`src/rtl/core/assert_macros.svh`:
```
// Assertion helpers used by the encoder RTL.
`ifndef ASSERT_MACROS_SVH
`define ASSERT_MACROS_SVH

// Checked only outside reset.
`define BBVE_ASSERT(lbl, prop, msg) \
    lbl: assert property (@(posedge aclk) disable iff (!aresetn) prop) else $error(msg);

// Checked on every edge, reset included.
`define BBVE_ASSERT_ALWAYS(lbl, prop, msg) \
    lbl: assert property (@(posedge aclk) prop) else $error(msg);

`endif

```
`src/rtl/core/bbve_pkg.sv`:
```
package bbve_pkg;

    localparam int BW_W     = 32;
    localparam int BUS_W    = 8;
    localparam int FACTOR_W = 16;
    localparam int UNIT_W   = 32;
    localparam int VOTE_W   = 14;
    localparam int PROD_W   = BW_W + FACTOR_W;      // bandwidth times factor
    localparam int SCALE_W  = 10;
    localparam int P2_W     = PROD_W + SCALE_W;     // after scaling by 1000
    localparam int WORD_W   = 31;
    localparam int S_DATA_W = 136;
    localparam int M_DATA_W = 32;

    localparam logic [SCALE_W-1:0] KBPS_SCALE = SCALE_W'(1000);
    localparam logic [VOTE_W-1:0]  VOTE_MAX   = {VOTE_W{1'b1}};
    localparam int COMMIT_BIT = 30;
    localparam int VALID_BIT  = 29;

    typedef struct packed {
        logic              vld;
        logic              commit;
        logic              bw_nz;
        logic              fault;
        logic              fixed;
        logic              sat;
        logic [VOTE_W-1:0] fvote;
    } ctrl_t;

endpackage

```
`src/rtl/core/bbve_div32_cell.sv`:
```
// One restoring step of the division by vote unit; the partial remainder
// stays below the unit for every request not flagged as saturated beforehand.
module bbve_div32_cell (
    input  logic                                 aclk,
    input  logic                                 aresetn,
    input  logic                                 en,
    input  bbve_pkg::ctrl_t                      ctrl_i,
    input  logic [bbve_pkg::UNIT_W-1:0]          rem_i,
    input  logic [bbve_pkg::VOTE_W-1:0]          qd_i,
    input  logic [bbve_pkg::UNIT_W-1:0]          unit_i,
    output bbve_pkg::ctrl_t                      ctrl_o,
    output logic [bbve_pkg::UNIT_W-1:0]          rem_o,
    output logic [bbve_pkg::VOTE_W-1:0]          qd_o,
    output logic [bbve_pkg::UNIT_W-1:0]          unit_o
);
    import bbve_pkg::*;

    ctrl_t              ctrl_reg;
    logic [UNIT_W-1:0]  rem_reg, rem_next;
    logic [VOTE_W-1:0]  qd_reg, qd_next;
    logic [UNIT_W-1:0]  unit_reg;
    logic [UNIT_W:0]    trial;
    logic               ge;

    always_comb begin
        trial    = {rem_i, qd_i[VOTE_W-1]};
        ge       = trial >= {1'b0, unit_i};
        rem_next = ge ? UNIT_W'(trial - {1'b0, unit_i}) : trial[UNIT_W-1:0];
        qd_next  = {qd_i[VOTE_W-2:0], ge};
    end

    always_ff @(posedge aclk) begin
        if (!aresetn) begin
            ctrl_reg.vld <= 1'b0;
        end else if (en) begin
            ctrl_reg.vld <= ctrl_i.vld;
        end
    end

    always_ff @(posedge aclk) begin
        if (en) begin
            ctrl_reg.commit <= ctrl_i.commit;
            ctrl_reg.bw_nz  <= ctrl_i.bw_nz;
            ctrl_reg.fault  <= ctrl_i.fault;
            ctrl_reg.fixed  <= ctrl_i.fixed;
            ctrl_reg.sat    <= ctrl_i.sat;
            ctrl_reg.fvote  <= ctrl_i.fvote;
            rem_reg         <= rem_next;
            qd_reg          <= qd_next;
            unit_reg        <= unit_i;
        end
    end

    assign ctrl_o = ctrl_reg;
    assign rem_o  = rem_reg;
    assign qd_o   = qd_reg;
    assign unit_o = unit_reg;

endmodule

```
`config.mk`:
```
export PLATFORM = sky130hd
export DESIGN_NAME = bbve_div32_cell
export DESIGN_NICKNAME = d
export VERILOG_FILES = /design/src/rtl/core/assert_macros.svh /design/src/rtl/core/bbve_pkg.sv /design/src/rtl/core/bbve_div32_cell.sv
export SDC_FILE = /design/constraint.sdc
export NUM_CORES = 1
export LEC_CHECK = 0
export ABC_CLOCK_PERIOD_IN_PS = 10430
export BUFFER_PORTS_ARGS = -buffer_cell sky130_fd_sc_hd__buf_2
export CAP_MARGIN = 20
export CORE_ASPECT_RATIO = 1.25
export CORE_MARGIN = 4
export CORE_UTILIZATION = 53
export CTS_CLUSTER_SIZE = 12
export DETAILED_ROUTE_END_ITERATION = 16
export PLACE_DENSITY = 0.86
export SLEW_MARGIN = 20
export SYNTH_ARGS = -nofsm -noshare
export SYNTH_HDL_FRONTEND = slang
export SYNTH_SLANG_ARGS = --single-unit
export TNS_END_PERCENT = 20
```
`constraint.sdc`:
```
create_clock -name aclk -period 10.43 [get_ports aclk]
set_input_delay 1.5645 -clock aclk [delete_from_list [all_inputs] [get_ports aclk]]
set_output_delay 1.5645 -clock aclk [all_outputs]
set_load 0.01 [all_outputs]
```
* Yosys cells after proc, flatten, opt, wreduce, memory -nomap -nowiden
Cells that the tools add are included.
** Cells by class
- Muxes and demuxes :: 1
- Add/sub/neg operators :: 1
- $lt $le $gt $ge :: 1
** Operator list (count)
- $ge 33x32->1 :: 1
- $mux 32 :: 1
- $sub 32x32->32 :: 1
** Storage, ports and cells
- Logic and storage cells :: 13
- Register bits :: 98

* Longest topological paths before layout
- Depth after elaboration :: 2
- Depth in mapped cells :: 13
- Depth with buffers taken out :: 12

* Worst setup path after synthesis
OpenSTA, ideal clock, no wires.
- Path type :: input port to flip-flop
- From :: in unit_i[7] (netlist bit)
- To :: reg rem_reg[13], in the netlist rem_o[13], data pin
- Data required time :: 10168 ps
- Path slack :: 6095 ps
- Library setup time :: 262 ps
- Cell stages on the path :: 12
- Arrival time :: 4073 ps
- Path through :: inv_1 ha_1 buf_2 nand4_1 or4_1 a21oi_1 nor3_1 a211oi_2 o21ai_2 o31ai_4 buf_4 mux2_1
** Between the ends
- Longest elaborated chain between the ends :: 2
- Elaborated cells on any way between the ends :: 3
** RTL lines
- start: declaration :: RTL line bbve_div32_cell.sv:10 : input logic [bbve_pkg::UNIT_W-1:0] unit_i,
- $sub 32x32->32 / $ge 33x32->1 (equally long branches) :: RTL line bbve_div32_cell.sv:28, bbve_div32_cell.sv:27
- $mux 32 (*) :: RTL line bbve_div32_cell.sv:28 : rem_next = ge ? UNIT_W'(trial - {1'b0, unit_i}) : trial[UNIT_W-1:0];
- via rem_next[13] :: RTL line bbve_div32_cell.sv:19 : logic [UNIT_W-1:0] rem_reg, rem_next;
- end signal: assignment :: RTL line bbve_div32_cell.sv:48 : rem_reg <= rem_next;
- end: declaration :: RTL line bbve_div32_cell.sv:19
Mark *: on every way through the listed nets, which the timed path passes. The rest lies on a longest branch.
A chain may end at the register's enable or synchronous reset.

* Final worst setup path
- From :: in unit_i[7] (netlist bit)
- To :: reg rem_reg[23], in the netlist rem_o[23], data pin
Same word-level chain as after synthesis.

==> reports/qor.yml <==
power.leakage_uw: 0.00294
port_buffers: 198
status: "finished, final reports clean"
grt_remaining_overflow: 0
rows: 40
critPathLaunch: "unit_i[7]"
postSynthCellCount: 443
clockBufferDepth: 2
cp.arrival_ns: 5.01
grt_pass1_vias: 4221
slew_violations: 0
dp_slack_ns: 5.17
tns_ns: 0
synth_edf_count: 97
coreArea_mm2: 0.00956
r2r-start: "ctrl_o[19]$_SDFFE_PN0P_"
power_density_mw_per_mm2: 162
seqCellArea_mm2: 0.00293
rsz0062_at_grt: "no"
async_flop_share: 0
final_common_cell: "buf_2"
clk_pin_slew_ns: 0.07
cp_data_required_time_ns: 10.52
start_util: 0.539
drive_gt1_frac: 0.351
synth_cell_types: 48
fillers: 739
grt_pass1_wl_mm: 19.6
internal_power_uw: 771
fin_crit_sh: 0.472
ctsHoldBuffers: 0
cts_setup_buffers: 0
first_iter_violations: 240
cts_tree: "done"
multiInputGateArea_mm2: 0.00199
vdd_drop_max_mv: 0.0780
fin_ws_ns: 5.51
crit_path_end_kind: "register"
final_cell_mix: "buf_2, edfxtp_1, a21oi_1, inv_1, nor2_1"
dieArea_mm2: 0.0114
totalWireLength_mm: 12.6
synthFlopType: "edfxtp_1"
start_kind: "input pin"
area_growth_pct: 26.6
finalNetCount: 771
antenna_found_initial: 2
ys_ff_latch: 98
final-setup-viol-count: 0
hpwl_mm: 9.79
grt_util_all_layers: 0.221
fin_crit_ns: 4.92
p_sw_frac: 0.273
insertion_delay_ns: 0.34
timing.slew.headroom: 0.493
max_freq_mhz: 203
slowest_stage: "o31ai_4"
synth_area_per_cell_um2: 11.6
cp_max_fo: 37
hold_viol: 0
worstMarginPinSlew_ns: 0.761
p_switching_uw: 289
p_seq_frac: 0.466
cts.sinks: 98
syn-num-nets: 577
drv.max_cap_violation_count: 0
via_per_inst: 5.41
syn-cell-area_mm2: 0.00516
cts_resized: 0
grt_max_degree: 64
die_height_um: 118
synth-warning-count: 0
holdCritPathClass: "reg2reg"
vias: 4163
comb_power_share: 0.227
hp-start: "ctrl_o[19]$_SDFFE_PN0P_"
fp.dieW_um: 96.2
max_stage_delay_ns: 0.67
path_cells: "buf_2 -> inv_1 -> ha_1 -> nand4_1 -> or4_1 -> a21oi_1 -> nor3_1 -> a211oi_2 -> o21ai_2 -> o31ai_4 -> buf_4 -> mux2_1"
clockPowerShare: 0.307
post_drt_wl_per_cell_um: 16.4
numCtsBuffers: 9
io_pins: 199
dr.pass1.iters: 5
seq_area_frac_synth: 0.569
drcViolationCount: 0
antenna_left: 0
gp_congestion: 0.903
critical_path_class: "in2reg"
cts_root_buffer: "clkbuf_16"
finalClockSkew_ns: 0
htreeDepth: 3
registers in the layout (all words and copies together) (netlist names):
| register | flops |
|---|---|
| rem_o | 32 |
| unit_o | 32 |
| ctrl_o | 20 |
| qd_o | 14 |
power groups by stage:
stage / Clock (µW) / Combinational, µW / Sequential (µW)
finish: 326 / 241 / 494
global route: 352 / 264 / 497
CTS: 332 / 241 / 495
detailed placement: 0 / 239 / 503
global placement: 0 / 231 / 502
floorplan: 0 / 120 / 527
critical path: cells and delay by family:
family,cells,cell delay (ns)
and+or+nand+nor,3,0.81
adders and majority gates,1,0.40
buffers and inverters,3,0.62
muxes,1,0.39
AOI/OAI and AO/OA,4,1.20
logic make-up (layout without fill, tap and decap cells):
group	after synthesis	after routing	synth area share
AOI/OAI and AO/OA	118	118	0.143
and+or+nand+nor	99	99	0.0891
DFF	98	98	0.569
buffers and inverters	55	253	0.0444
adders and majority gates	33	33	0.0815
xor gates and xnor gates	27	27	0.0459
muxes	13	13	0.0277
other	0	2	0
path summary, 6_finish.rpt:
kind	to	slack, ns	depth (start not counted)
min reg2reg	ctrl_o[19]$_SDFFE_PN0P_	0.53	2
max reg2reg	ctrl_o[19]$_SDFFE_PN0P_	9.83	2
min	ctrl_o[19]$_SDFFE_PN0P_	0.53	2
max	rem_o[23]$_DFFE_PP_	5.51	12
Yosys cell counts (2+ instances only):
library cell,instances,share of area
a211o_1,2,0.0034
a211oi_1,3,0.0044
a21o_1,12,0.017
a21oi_1,54,0.052
a2bb2oi_1,2,0.0034
a31oi_1,5,0.0061
and4_1,2,0.0034
buf_2,8,0.0078
buf_4,3,0.0044
clkbuf_1,5,0.0036
edfxtp_1,97,0.56
ha_1,32,0.078
inv_1,38,0.028
mux2_1,4,0.0087
mux2_2,6,0.013
mux2i_1,3,0.0058
nand2_1,27,0.020
nand2b_1,4,0.0049
nand3_1,8,0.0078
nand4_1,7,0.0085
nor2_1,36,0.026
nor2b_1,3,0.0036
nor3_1,2,0.0019
nor4_1,4,0.0049
o211ai_1,4,0.0058
o21a_1,6,0.0087
o21ai_0,16,0.016
o21bai_1,3,0.0044
o22ai_1,2,0.0024
o41ai_1,2,0.0034
xnor2_1,16,0.027
xor2_1,11,0.019
metrics by stage:
step / utilization / hold slack (ns) / cells / area, µm² / power, µW
global placement: 0.652 / 0.491 / 752 / 6240 / 732
CTS: 0.683 / 0.535 / 767 / 6530 / 1070
global route: 0.683 / 0.604 / 769 / 6530 / 1110
finish: 0.683 / 0.528 / 769 / 6530 / 1060
detailed placement: 0.652 / 0.519 / 752 / 6240 / 741
floorplan: - / 0.538 / 443 / 5160 / 647
cell type report:
| type | count | area share |
|---|---|---|
| Clock buffer | 9 | 0.0345 |
| Timing Repair Buffer | 200 | 0.154 |
| Tap cell | 126 | 0.0241 |
| Antenna cell | 2 | 0.000766 |
| Sequential cell | 98 | 0.449 |
| Inverter | 38 | 0.0218 |
| Clock inverter | 6 | 0.00977 |
| Multi-Input combinational cell | 290 | 0.305 |
metal layers:
layer	vias up	track usage	part of all wire
met3	33	0.0407	0.080
met5	-	0	0
met2	212	0.393	0.52
met1	1894	0.242	0.36
met4	0	0.115	0.036
li1	2024	-	-
Power figures use the tool's default switching activity.
