===== src/rtl/core/assert_macros.svh =====
// Assertion helpers used by the encoder RTL.
`ifndef ASSERT_MACROS_SVH
`define ASSERT_MACROS_SVH

// Checked only outside reset.
`define BBVE_ASSERT(lbl, prop, msg) \
    lbl: assert property (@(posedge aclk) disable iff (!aresetn) prop) else $error(msg);

// Checked on every edge, reset included.
`define BBVE_ASSERT_ALWAYS(lbl, prop, msg) \
    lbl: assert property (@(posedge aclk) prop) else $error(msg);

`endif


===== src/rtl/core/bbve_pkg.sv =====
package bbve_pkg;

    localparam int BW_W     = 32;
    localparam int BUS_W    = 8;
    localparam int FACTOR_W = 16;
    localparam int UNIT_W   = 32;
    localparam int VOTE_W   = 14;
    localparam int PROD_W   = BW_W + FACTOR_W;      // bandwidth times factor
    localparam int SCALE_W  = 10;
    localparam int P2_W     = PROD_W + SCALE_W;     // after scaling by 1000
    localparam int WORD_W   = 31;
    localparam int S_DATA_W = 136;
    localparam int M_DATA_W = 32;

    localparam logic [SCALE_W-1:0] KBPS_SCALE = SCALE_W'(1000);
    localparam logic [VOTE_W-1:0]  VOTE_MAX   = {VOTE_W{1'b1}};
    localparam int COMMIT_BIT = 30;
    localparam int VALID_BIT  = 29;

    typedef struct packed {
        logic              vld;
        logic              commit;
        logic              bw_nz;
        logic              fault;
        logic              fixed;
        logic              sat;
        logic [VOTE_W-1:0] fvote;
    } ctrl_t;

endpackage


===== src/rtl/core/bbve_div8_cell.sv =====
// One restoring step of the division by bus width.
module bbve_div8_cell (
    input  logic                                 aclk,
    input  logic                                 aresetn,
    input  logic                                 en,
    input  bbve_pkg::ctrl_t                      ctrl_i,
    input  logic [bbve_pkg::BUS_W-1:0]           rem_i,
    input  logic [bbve_pkg::PROD_W-1:0]          qd_i,
    input  logic [bbve_pkg::BUS_W-1:0]           div_i,
    input  logic [bbve_pkg::UNIT_W-1:0]          unit_i,
    output bbve_pkg::ctrl_t                      ctrl_o,
    output logic [bbve_pkg::BUS_W-1:0]           rem_o,
    output logic [bbve_pkg::PROD_W-1:0]          qd_o,
    output logic [bbve_pkg::BUS_W-1:0]           div_o,
    output logic [bbve_pkg::UNIT_W-1:0]          unit_o
);
    import bbve_pkg::*;

    ctrl_t              ctrl_reg;
    logic [BUS_W-1:0]   rem_reg, rem_next;
    logic [PROD_W-1:0]  qd_reg, qd_next;
    logic [BUS_W-1:0]   div_reg;
    logic [UNIT_W-1:0]  unit_reg;
    logic [BUS_W:0]     trial;
    logic               ge;

    always_comb begin
        trial    = {rem_i, qd_i[PROD_W-1]};
        ge       = trial >= {1'b0, div_i};
        rem_next = ge ? BUS_W'(trial - {1'b0, div_i}) : trial[BUS_W-1:0];
        qd_next  = {qd_i[PROD_W-2:0], ge};
    end

    always_ff @(posedge aclk) begin
        if (!aresetn) begin
            ctrl_reg.vld <= 1'b0;
        end else if (en) begin
            ctrl_reg.vld <= ctrl_i.vld;
        end
    end

    always_ff @(posedge aclk) begin
        if (en) begin
            ctrl_reg.commit <= ctrl_i.commit;
            ctrl_reg.bw_nz  <= ctrl_i.bw_nz;
            ctrl_reg.fault  <= ctrl_i.fault;
            ctrl_reg.fixed  <= ctrl_i.fixed;
            ctrl_reg.sat    <= ctrl_i.sat;
            ctrl_reg.fvote  <= ctrl_i.fvote;
            rem_reg         <= rem_next;
            qd_reg          <= qd_next;
            div_reg         <= div_i;
            unit_reg        <= unit_i;
        end
    end

    assign ctrl_o = ctrl_reg;
    assign rem_o  = rem_reg;
    assign qd_o   = qd_reg;
    assign div_o  = div_reg;
    assign unit_o = unit_reg;

endmodule


===== config.mk =====
export PLATFORM = sky130hd
export DESIGN_NAME = bbve_div8_cell
export DESIGN_NICKNAME = d
export VERILOG_FILES = /design/src/rtl/core/assert_macros.svh /design/src/rtl/core/bbve_pkg.sv /design/src/rtl/core/bbve_div8_cell.sv
export SDC_FILE = /design/constraint.sdc
export NUM_CORES = 1
export LEC_CHECK = 0
export BUFFER_PORTS_ARGS = -buffer_cell sky130_fd_sc_hd__buf_2
export CAP_MARGIN = 20
export CORE_ASPECT_RATIO = 1.25
export CORE_MARGIN = 5
export CORE_UTILIZATION = 48
export CTS_BUF_LIST = sky130_fd_sc_hd__clkbuf_2
export CTS_CLUSTER_SIZE = 14
export DETAILED_ROUTE_END_ITERATION = 10
export GPL_TIMING_DRIVEN = 0
export PLACE_DENSITY = 0.95
export SKIP_LAST_GASP = 1
export SYNTH_ARGS = -nofsm -noshare
export SYNTH_HDL_FRONTEND = slang
export SYNTH_SLANG_ARGS = --single-unit

===== constraint.sdc =====
create_clock -name aclk -period 5.6 [get_ports aclk]
set_input_delay 0.28 -clock aclk [delete_from_list [all_inputs] [get_ports aclk]]
set_output_delay 0.28 -clock aclk [all_outputs]
set_load 0.01 [all_outputs]

==> run_results.csv, run 1 <==
group,metric,value,unit
outcome,status,"aborted with a tool error",
outcome,haltStage,"4_1_cts",
outcome,stop_error,"[ERROR RSZ-0060] Max buffer count reached.",
synth,yosys_register_bits,116,
clock_network,cts_inserted_buffers,17,
synth,synth-edff-count,115,
clock_network,hold_buffers,110,
die,num_io_pins,235,
synth,yosysTopAreaCell,"edfxtp_1",
die,chipWidth,91.9,µm
clock_network,cts.sinks,116,
placement,placed_cell_area,5350,µm²
synth,synth_area_leaders,"edfxtp_1 86%, ha_1 2.5%, mux2_4 2.2%",
synth,yosysWarnings,0,
synth,ys_types,30,
placement,place_congestion,0.780,
clock_network,cts_root_buf,"clkbuf_2",
clock_network,post-cts-setup-buffers,0,
die,num_rows,37,
synth,syn_area_per_cell,21.9,µm²
placement,hpwlAfterDp,8350,µm
clock_network,htree_levels,4,
synth,seq_area_frac_synth,86.2,%
clock_network,cts_resized,0,
synth,synthArstFlopShare,0,%
synth,synth_nets,312,
synth,syn_area,4030,µm²
die,die_y,112,µm
synth,syn_inst,184,
placement,port_buffers,234,
placement,pre_cts_ws,3300,ps
die,initial_core_util,48.9,%
synth,synth_top_area_share,85.7,%
clock_network,clockBufferDepth,2,
synth,ys.flop_type,"edfxtp_1",
per-stage QoR:
stage,util [%],std cells
after floorplan,-,184
after detailed placement,64.9,516
after global placement,64.6,515
synthesized netlist by cell type (2+ instances only):
library cell,n
nor2_1,4
nand3_1,2
nor3_1,3
o21a_1,2
inv_1,12
a21oi_1,2
nand2b_1,2
edfxtp_1,115
xnor2_1,3
buf_6,2
ha_1,8
a21o_1,2
nor2b_1,2
o21ai_0,2
mux2_4,6
mux2i_1,3
cell families after synthesis:
group / share of synthesized area, %
muxes: 2.98
AOI/OAI and AO/OA: 3.45
adders and majority gates: 2.98
DFF: 86.2
buffers and inverters: 1.68
xor gates and xnor gates: 0.652
and+or+nand+nor: 2.05
==> run 2: changes to the inputs <==
CORE_ASPECT_RATIO = not set   (was 1.25)
CORE_UTILIZATION = 39   (was 48)
CTS_BUF_LIST = not set   (was sky130_fd_sc_hd__clkbuf_2)
CTS_CLUSTER_SIZE = not set   (was 14)
PLACE_DENSITY = not set   (was 0.95)
PLACE_DENSITY_LB_ADDON = 0.15   (was not set)
==> run 2 against run 1 <==
Net effect:
- synthesized cell count did not move
- the flow now finishes without violations
- synthesized area did not move
==> run_results.csv, run 2 <==
group,metric,value,unit
drt,drt-total-wl,11200,µm
clock_network,cts_inserted_buffers,17,
grt,use_met3,6.85,%
final_layout,synthToLayoutAreaGrowth,75.0,%
timing,drv_slew,0,
synth,yosysWarnings,0,
synth,synth_top_area_share,85.7,%
synth,yosysTopAreaCell,"edfxtp_1",
final_layout,num-fill-cells,708,
placement,port_buffers,234,
final_layout,final_cell_area,7050,µm²
synth,yosys_register_bits,116,
synth,yosysMostFrequentCell,"edfxtp_1",
synth,seq_area_frac_synth,86.2,%
placement,place_congestion,0.753,
final_layout,multi_input_area,488,µm²
grt,overflow,0,
timing,fin_crit_sh,42.0,%
power_and_ir_drop,total_power,2.40,mW
power_and_ir_drop,peakVddDrop,0.000155,V
setup_path,path_class,"input port to flip-flop",
worst_hold_path,whs_path_depth,3,
final_layout,ff_latch_area,3470,µm²
timing,slew-limit-headroom,63.3,%
final_layout,layout-drive-gt1-share,49.5,%
power_and_ir_drop,p_leak,3.08,nW
timing,tightest_slew,551,ps
synth,synthTopCellsByCount,"115 x edfxtp_1, 12 x inv_1, 8 x ha_1, 6 x mux2_4, 4 x nor2_1",
setup_path,crit_slowest_cell,"dlygate4sd3_1",
synth,synth-edff-count,115,
die,num_io_pins,235,
drt,wl_per_cell,16.2,µm
clock_network,cts_root_buf,"clkbuf_8",
die,num_rows,37,
synth,synth_area_leaders,"edfxtp_1 86%, ha_1 2.5%, mux2_4 2.2%",
clock_network,cts.sinks,116,
setup_path,r2r_start,"ctrl_o[19]$_SDFFE_PN0P_",
timing,fin_setup_tns,0,ps
placement,placed_cell_area,5400,µm²
synth,synth_nets,312,
synth,syn_area_per_cell,21.9,µm²
grt,grt_max_degree,77,
die,core-area,10200,µm²
final_layout,largest_reg_flops,48,
clock_network,clockBufferDepth,2,
timing,fmax,425,MHz
synth,syn_area,4030,µm²
final_layout,layout_common_cells,"233 x buf_2, 115 x edfxtp_1, 107 x dlygate4sd3_1",
setup_path,cp-end-kind,"flip-flop",
setup_path,cp.required,5860,ps
clock_network,htree_levels,4,
clock_network,cts_tree,"yes",
final_layout,final_common_cell,"buf_2",
synth,ys_types,30,
timing,rsz0062_at_grt,"no",
worst_hold_path,min-delay-start,"ctrl_i[19]",
die,die_area,12500,µm²
drt,dr.pass1.iters,6,
outcome,status,"finished, final reports clean",
timing,finalCriticalPeriod,2350,ps
setup_path,crit_chain,"dlygate4sd3_1 -> buf_2 -> ha_1 -> fa_1 -> nor2b_1 -> o31a_1 -> nor4_1 -> a311o_1 -> mux2_4",
timing,finalClockSkew,0,ps
setup_path,timing.rr.end,"ctrl_o[19]$_SDFFE_PN0P_",
grt,grt_antenna_before_repair,0,
die,die_y,112,µm
final_layout,nets,673,
setup_path,reg2reg_depth,2,
grt,grt_pass1_vias,3337,
flow_run,cap_violations,0,
drt,drc,0,
die,chipWidth,112,µm
setup_path,reg2reg_setup_slack,5000,ps
setup_path,cpPeakStageDelay,530,ps
placement,hpwlAfterDp,7460,µm
clock_network,clkLatencyLatePin,510,ps
worst_hold_path,min_path_type,"input port to flip-flop",
synth,ys.flop_type,"edfxtp_1",
synth,syn_inst,184,
drt,antenna_left,0,
setup_path,worstSetupStartpointType,"input port",
grt,grt_pass1_wl,17700,µm
timing,final-setup-viol-count,0,
die,initial_core_util,39.6,%
final_layout,n_antenna_cell,0,
clock_network,path_clk_slew,60,ps
setup_path,cp.arrival,2610,ps
power_and_ir_drop,power_density,340,nW/µm²
grt,grt_use_total,18.7,%
setup_path,worstPathMaxFanout,3,
synth,synthArstFlopShare,0,%
clock_network,post-cts-setup-buffers,0,
drt,route.vias.total,3066,
timing,hold_viol_final,0,
grt,met1_usage,18.4,%
drt,first_iter_violations,99,
grt,use_met2,34.2,%
drt,vias_per_cell,4.42,
worst_hold_path,hold_path_end,"ctrl_o[19]$_SDFFE_PN0P_",
grt,top_usage_layer,"met2",
run 2: worst max-delay path, delay by kind of cell:
kind,cells,cell delay (ps)
mux,1,270
compound gates,2,530
simple gates,2,260
buf+inv,2,660
fa+ha+maj,2,600
run 2: stage by stage:
stage	setup slack [ps]	hold slack, ps	util (%)	cells
finish	3250	50.4	69.2	694
global route	3170	42.4	69.2	694
CTS	3280	31.1	69.2	694
detailed placement	3270	458	53.0	555
global placement	2990	457	52.7	554
floorplan	3530	379	-	184
run 2: layout make-up:
class	count	share of cell area, %
flip-flops and latches	116	49.3
inverters	12	0.639
well taps	136	2.41
clock inverters	14	2.27
plain buffers	2	0.319
multi-input cells	54	6.92
repair buffers	342	32.2
clock buffers	18	5.93
run 2: cell families after synthesis:
kind of cell | share of synthesized area (%)
flip-flops | 86.2
adder cells (fa/ha/maj) | 2.98
buffers and inverters | 1.68
AND/OR/NAND/NOR | 2.05
multiplexers | 2.98
AO/OA/AOI/OAI | 3.45
XOR/XNOR | 0.652
run 2: how the worst max path moves through the flow:
stage	startpoint	cells past startpoint	endpoint
2_1_floorplan	qd_i[47]	8	rem_o[6]$_DFFE_PP_
3_3_place_gp	en	3	ctrl_o[19]$_SDFFE_PN0P_
3_5_place_dp	rem_i[5]	7	rem_o[6]$_DFFE_PP_
4_1_cts	div_i[6]	9	rem_o[6]$_DFFE_PP_
5_1_grt	div_i[6]	9	rem_o[7]$_DFFE_PP_
6_report	div_i[0]	9	rem_o[6]$_DFFE_PP_
run 2: routing by layer:
layer	routed length, µm	vias up	part of all wire [%]
met4	298	0	2.7
met2	6200	142	55
met3	818	27	7.3
met5	0	-	0
li1	-	1451	-
met1	3910	1446	35
run 2: what timing repair did:
action / in CTS / in global routing
gates resized for setup: 0 / 0
endpoints found under the hold margin: 107 / 0
hold buffers: 107 / 0
run 2: power breakdown:
group,leakage [nW],internal (mW),switching [mW]
logic,1.67,0.162,0.143
registers,1.13,1.04,0.0172
clock network,0.272,0.673,0.366
(Power assumes the default switching activity.)
==> run 3: changes to the inputs <==
ABC_AREA = 1   (was not set)
clock period = 2.05 ns   (was 5.6 ns; I/O delays follow)
==> run 3 against run 2 <==
Net effect:
- worst setup slack got worse by 2900 ps
- die area up 2.1%
- power rose to 2.8 times the previous value
- critical path depth up 2
- core utilization up 0.87 points
- non-clock buffer count is 7 higher
- synthesized cell count is 23% higher
- clock-buffer cell count is the same
- final cell count increased by 7.2%
- routed wire length up 7.9%
- combinational power grew to 2.8 times the previous value
- largest cell class unchanged
- largest power group unchanged
==> run_results.csv, run 3 <==
group,metric,value,unit
outcome,status,"finished, final reports clean",
placement,port_buffers,234,
clock_network,cts_root_buf,"clkbuf_8",
grt,top_usage_layer,"met2",
clock_network,clkLatencyLatePin,500,ps
synth,seq_area_frac_synth,84.3,%
timing,final-setup-viol-count,0,
final_layout,synthToLayoutAreaGrowth,75.6,%
die,num_rows,37,
timing,fmax,576,MHz
grt,grt_pass1_vias,3503,
grt,use_met2,35.9,%
final_layout,layout_common_cells,"233 x buf_2, 116 x dlygate4sd3_1, 115 x edfxtp_1",
drt,dr.pass1.iters,4,
power_and_ir_drop,p_seq_share,43.5,%
timing,slew-limit-headroom,51.5,%
timing,fin_hold_ws,155,ps
final_layout,nets,725,
die,initial_core_util,39.9,%
grt,grt_use_total,19.1,%
synth,syn_area_per_cell,18.2,µm²
die,die_area,12700,µm²
timing,drv_slew,0,
grt,use_met3,6.10,%
power_and_ir_drop,switching_share,21.4,%
timing,hold_viol_final,0,
setup_path,worstPathMaxFanout,9,
clock_network,post-cts-setup-buffers,0,
worst_hold_path,min_path_type,"input port to flip-flop",
clock_network,cts.sinks,116,
final_layout,largest_reg_flops,48,
timing,fin_setup_tns,0,ps
worst_hold_path,whs_path_depth,5,
grt,met1_usage,19.7,%
power_and_ir_drop,power.internal,5.21,mW
timing,rsz0062_at_grt,"no",
synth,syn_inst,227,
drt,wl_per_cell,16.3,µm
placement,dpl.cell_count,598,
synth,yosysTopAreaCell,"edfxtp_1",
power_and_ir_drop,peakVddDrop,0.000441,V
synth,synthArstFlopShare,0,%
final_layout,final_cell_count_no_fill,744,
clock_network,cts_resized,0,
setup_path,cp.arrival,1990,ps
setup_path,cp-end-kind,"flip-flop",
drt,drc,0,
synth,synth-edff-count,115,
die,num_io_pins,235,
setup_path,cp.required,2310,ps
synth,ys_types,22,
clock_network,cts_inserted_buffers,17,
placement,hpwlAfterDp,8090,µm
power_and_ir_drop,p_switching,1.42,mW
power_and_ir_drop,p_clk_share,43.5,%
drt,vias_per_cell,4.40,
drt,drt-total-wl,12100,µm
grt,grt_pass1_wl,18500,µm
timing,finalClockSkew,0,ps
timing,finalCriticalPeriod,1740,ps
synth,synth_area_leaders,"edfxtp_1 84%, nand2_1 2.5%, ha_1 2.4%",
setup_path,path_class,"input port to flip-flop",
timing,fin_crit_sh,84.7,%
final_layout,final_common_cell,"buf_2",
die,die_y,113,µm
clock_network,path_clk_slew,50,ps
setup_path,reg2reg_depth,3,
power_and_ir_drop,power.share.combinational,13.0,%
die,chipWidth,113,µm
drt,antenna_left,0,
synth,ys.flop_type,"edfxtp_1",
synth,synth_top_area_share,83.8,%
grt,grt_max_degree,64,
power_and_ir_drop,p_leak,3.24,nW
final_layout,n_antenna_cell,0,
grt,overflow,0,
clock_network,htree_levels,4,
drt,route.vias.total,3270,
synth,syn_area,4120,µm²
setup_path,worstSetupStartpointType,"input port",
synth,yosysMostFrequentCell,"edfxtp_1",
final_layout,final_core_util,70.1,%
clock_network,hold_buffers,116,
synth,synth_nets,355,
placement,place_congestion,0.781,
synth,yosysWarnings,0,
power_and_ir_drop,power_density,916,nW/µm²
clock_network,cts_tree,"yes",
synth,yosys_register_bits,116,
flow_run,cap_violations,0,
synth,synthTopCellsByCount,"115 x edfxtp_1, 27 x nand2_1, 21 x inv_1, 16 x nand2_2, 14 x nand3_1",
final_layout,layout-drive-gt1-share,47.2,%
die,core-area,10300,µm²
timing,tightest_slew,727,ps
drt,first_iter_violations,176,
grt,grt_antenna_before_repair,0,
clock_network,clockBufferDepth,2,
==> run 3: changes by cell type in the layout (fill, tap and decap cells not counted), sizes merged, moves of 4 or more <==
cell,previous run,this run
inv,14,22
clkinvlp,4,0
dlygate4sd3,107,116
nand3,2,15
nand2,1,45
mux2,6,0
nor2,4,8
clkinv,5,10
==> run 3: path summary, 6_finish.rpt <==
check | startpoint | end | slack [ps]
min reg2reg | ctrl_o[19]$_SDFFE_PN0P_ | ctrl_o[19]$_SDFFE_PN0P_ | 1110
max | rem_i[5] | rem_o[7]$_DFFE_PP_ | 310
max reg2reg | ctrl_o[19]$_SDFFE_PN0P_ | ctrl_o[19]$_SDFFE_PN0P_ | 850
min | rem_i[7] | qd_o[0]$_DFFE_PP_ | 160
==> run 3: cell type report <==
class / instances / area [µm²]
sequential: 116 / 3470
fill: 696 / 3090
timing repair buffer: 351 / 2360
multi-input combinational: 87 / 558
clock buffer: 18 / 418
tap: 136 / 170
clock inverter: 12 / 164
inverter: 24 / 90.1
==> run 3: kinds of logic (layout without fill, tap and decap cells) <==
family	Yosys count	in the layout	share of synthesized area (%)
flops	116	116	84.3
simple gates	71	71	9.50
buf+inv	24	405	2.19
fa+ha+maj	9	9	2.91
compound gates	4	4	0.486
xor+xnor	3	3	0.638
==> run 3: worst max-delay path, cell delays in order <==
cell and delay, ps:
dlygate4sd3_1 530, buf_2 130, ha_1 360, nand2_1 80, nand2_1 70, nand2_1 70
nand2_2 60, nor2_4 310, nand2_8 130, nand2_2 90, nand2_2 50
==> run 3: through the flow <==
stage          setup WS (ps)  instance area, µm²  power, mW
2_1_floorplan            655                4120       3.21
3_3_place_gp            -398                5460       3.60
3_5_place_dp             357                5490       3.61
4_1_cts                  348                7240       6.70
5_1_grt                  226                7240       6.90
6_report                 313                7240       6.63
==> run 3: power by group through the flow <==
stage	combinational (mW)	sequential [mW]	clock [mW]
finish	0.860	2.89	2.88
global route	0.931	2.90	3.07
CTS	0.865	2.88	2.96
detailed placement	0.683	2.93	0
global placement	0.668	2.93	0
floorplan	0.166	3.05	0
==> run 3: routing by layer <==
metal / wire (µm) / up-vias
met5: 0 / -
met4: 170 / 0
met3: 888 / 14
met2: 6730 / 142
met1: 4330 / 1555
li1: - / 1559
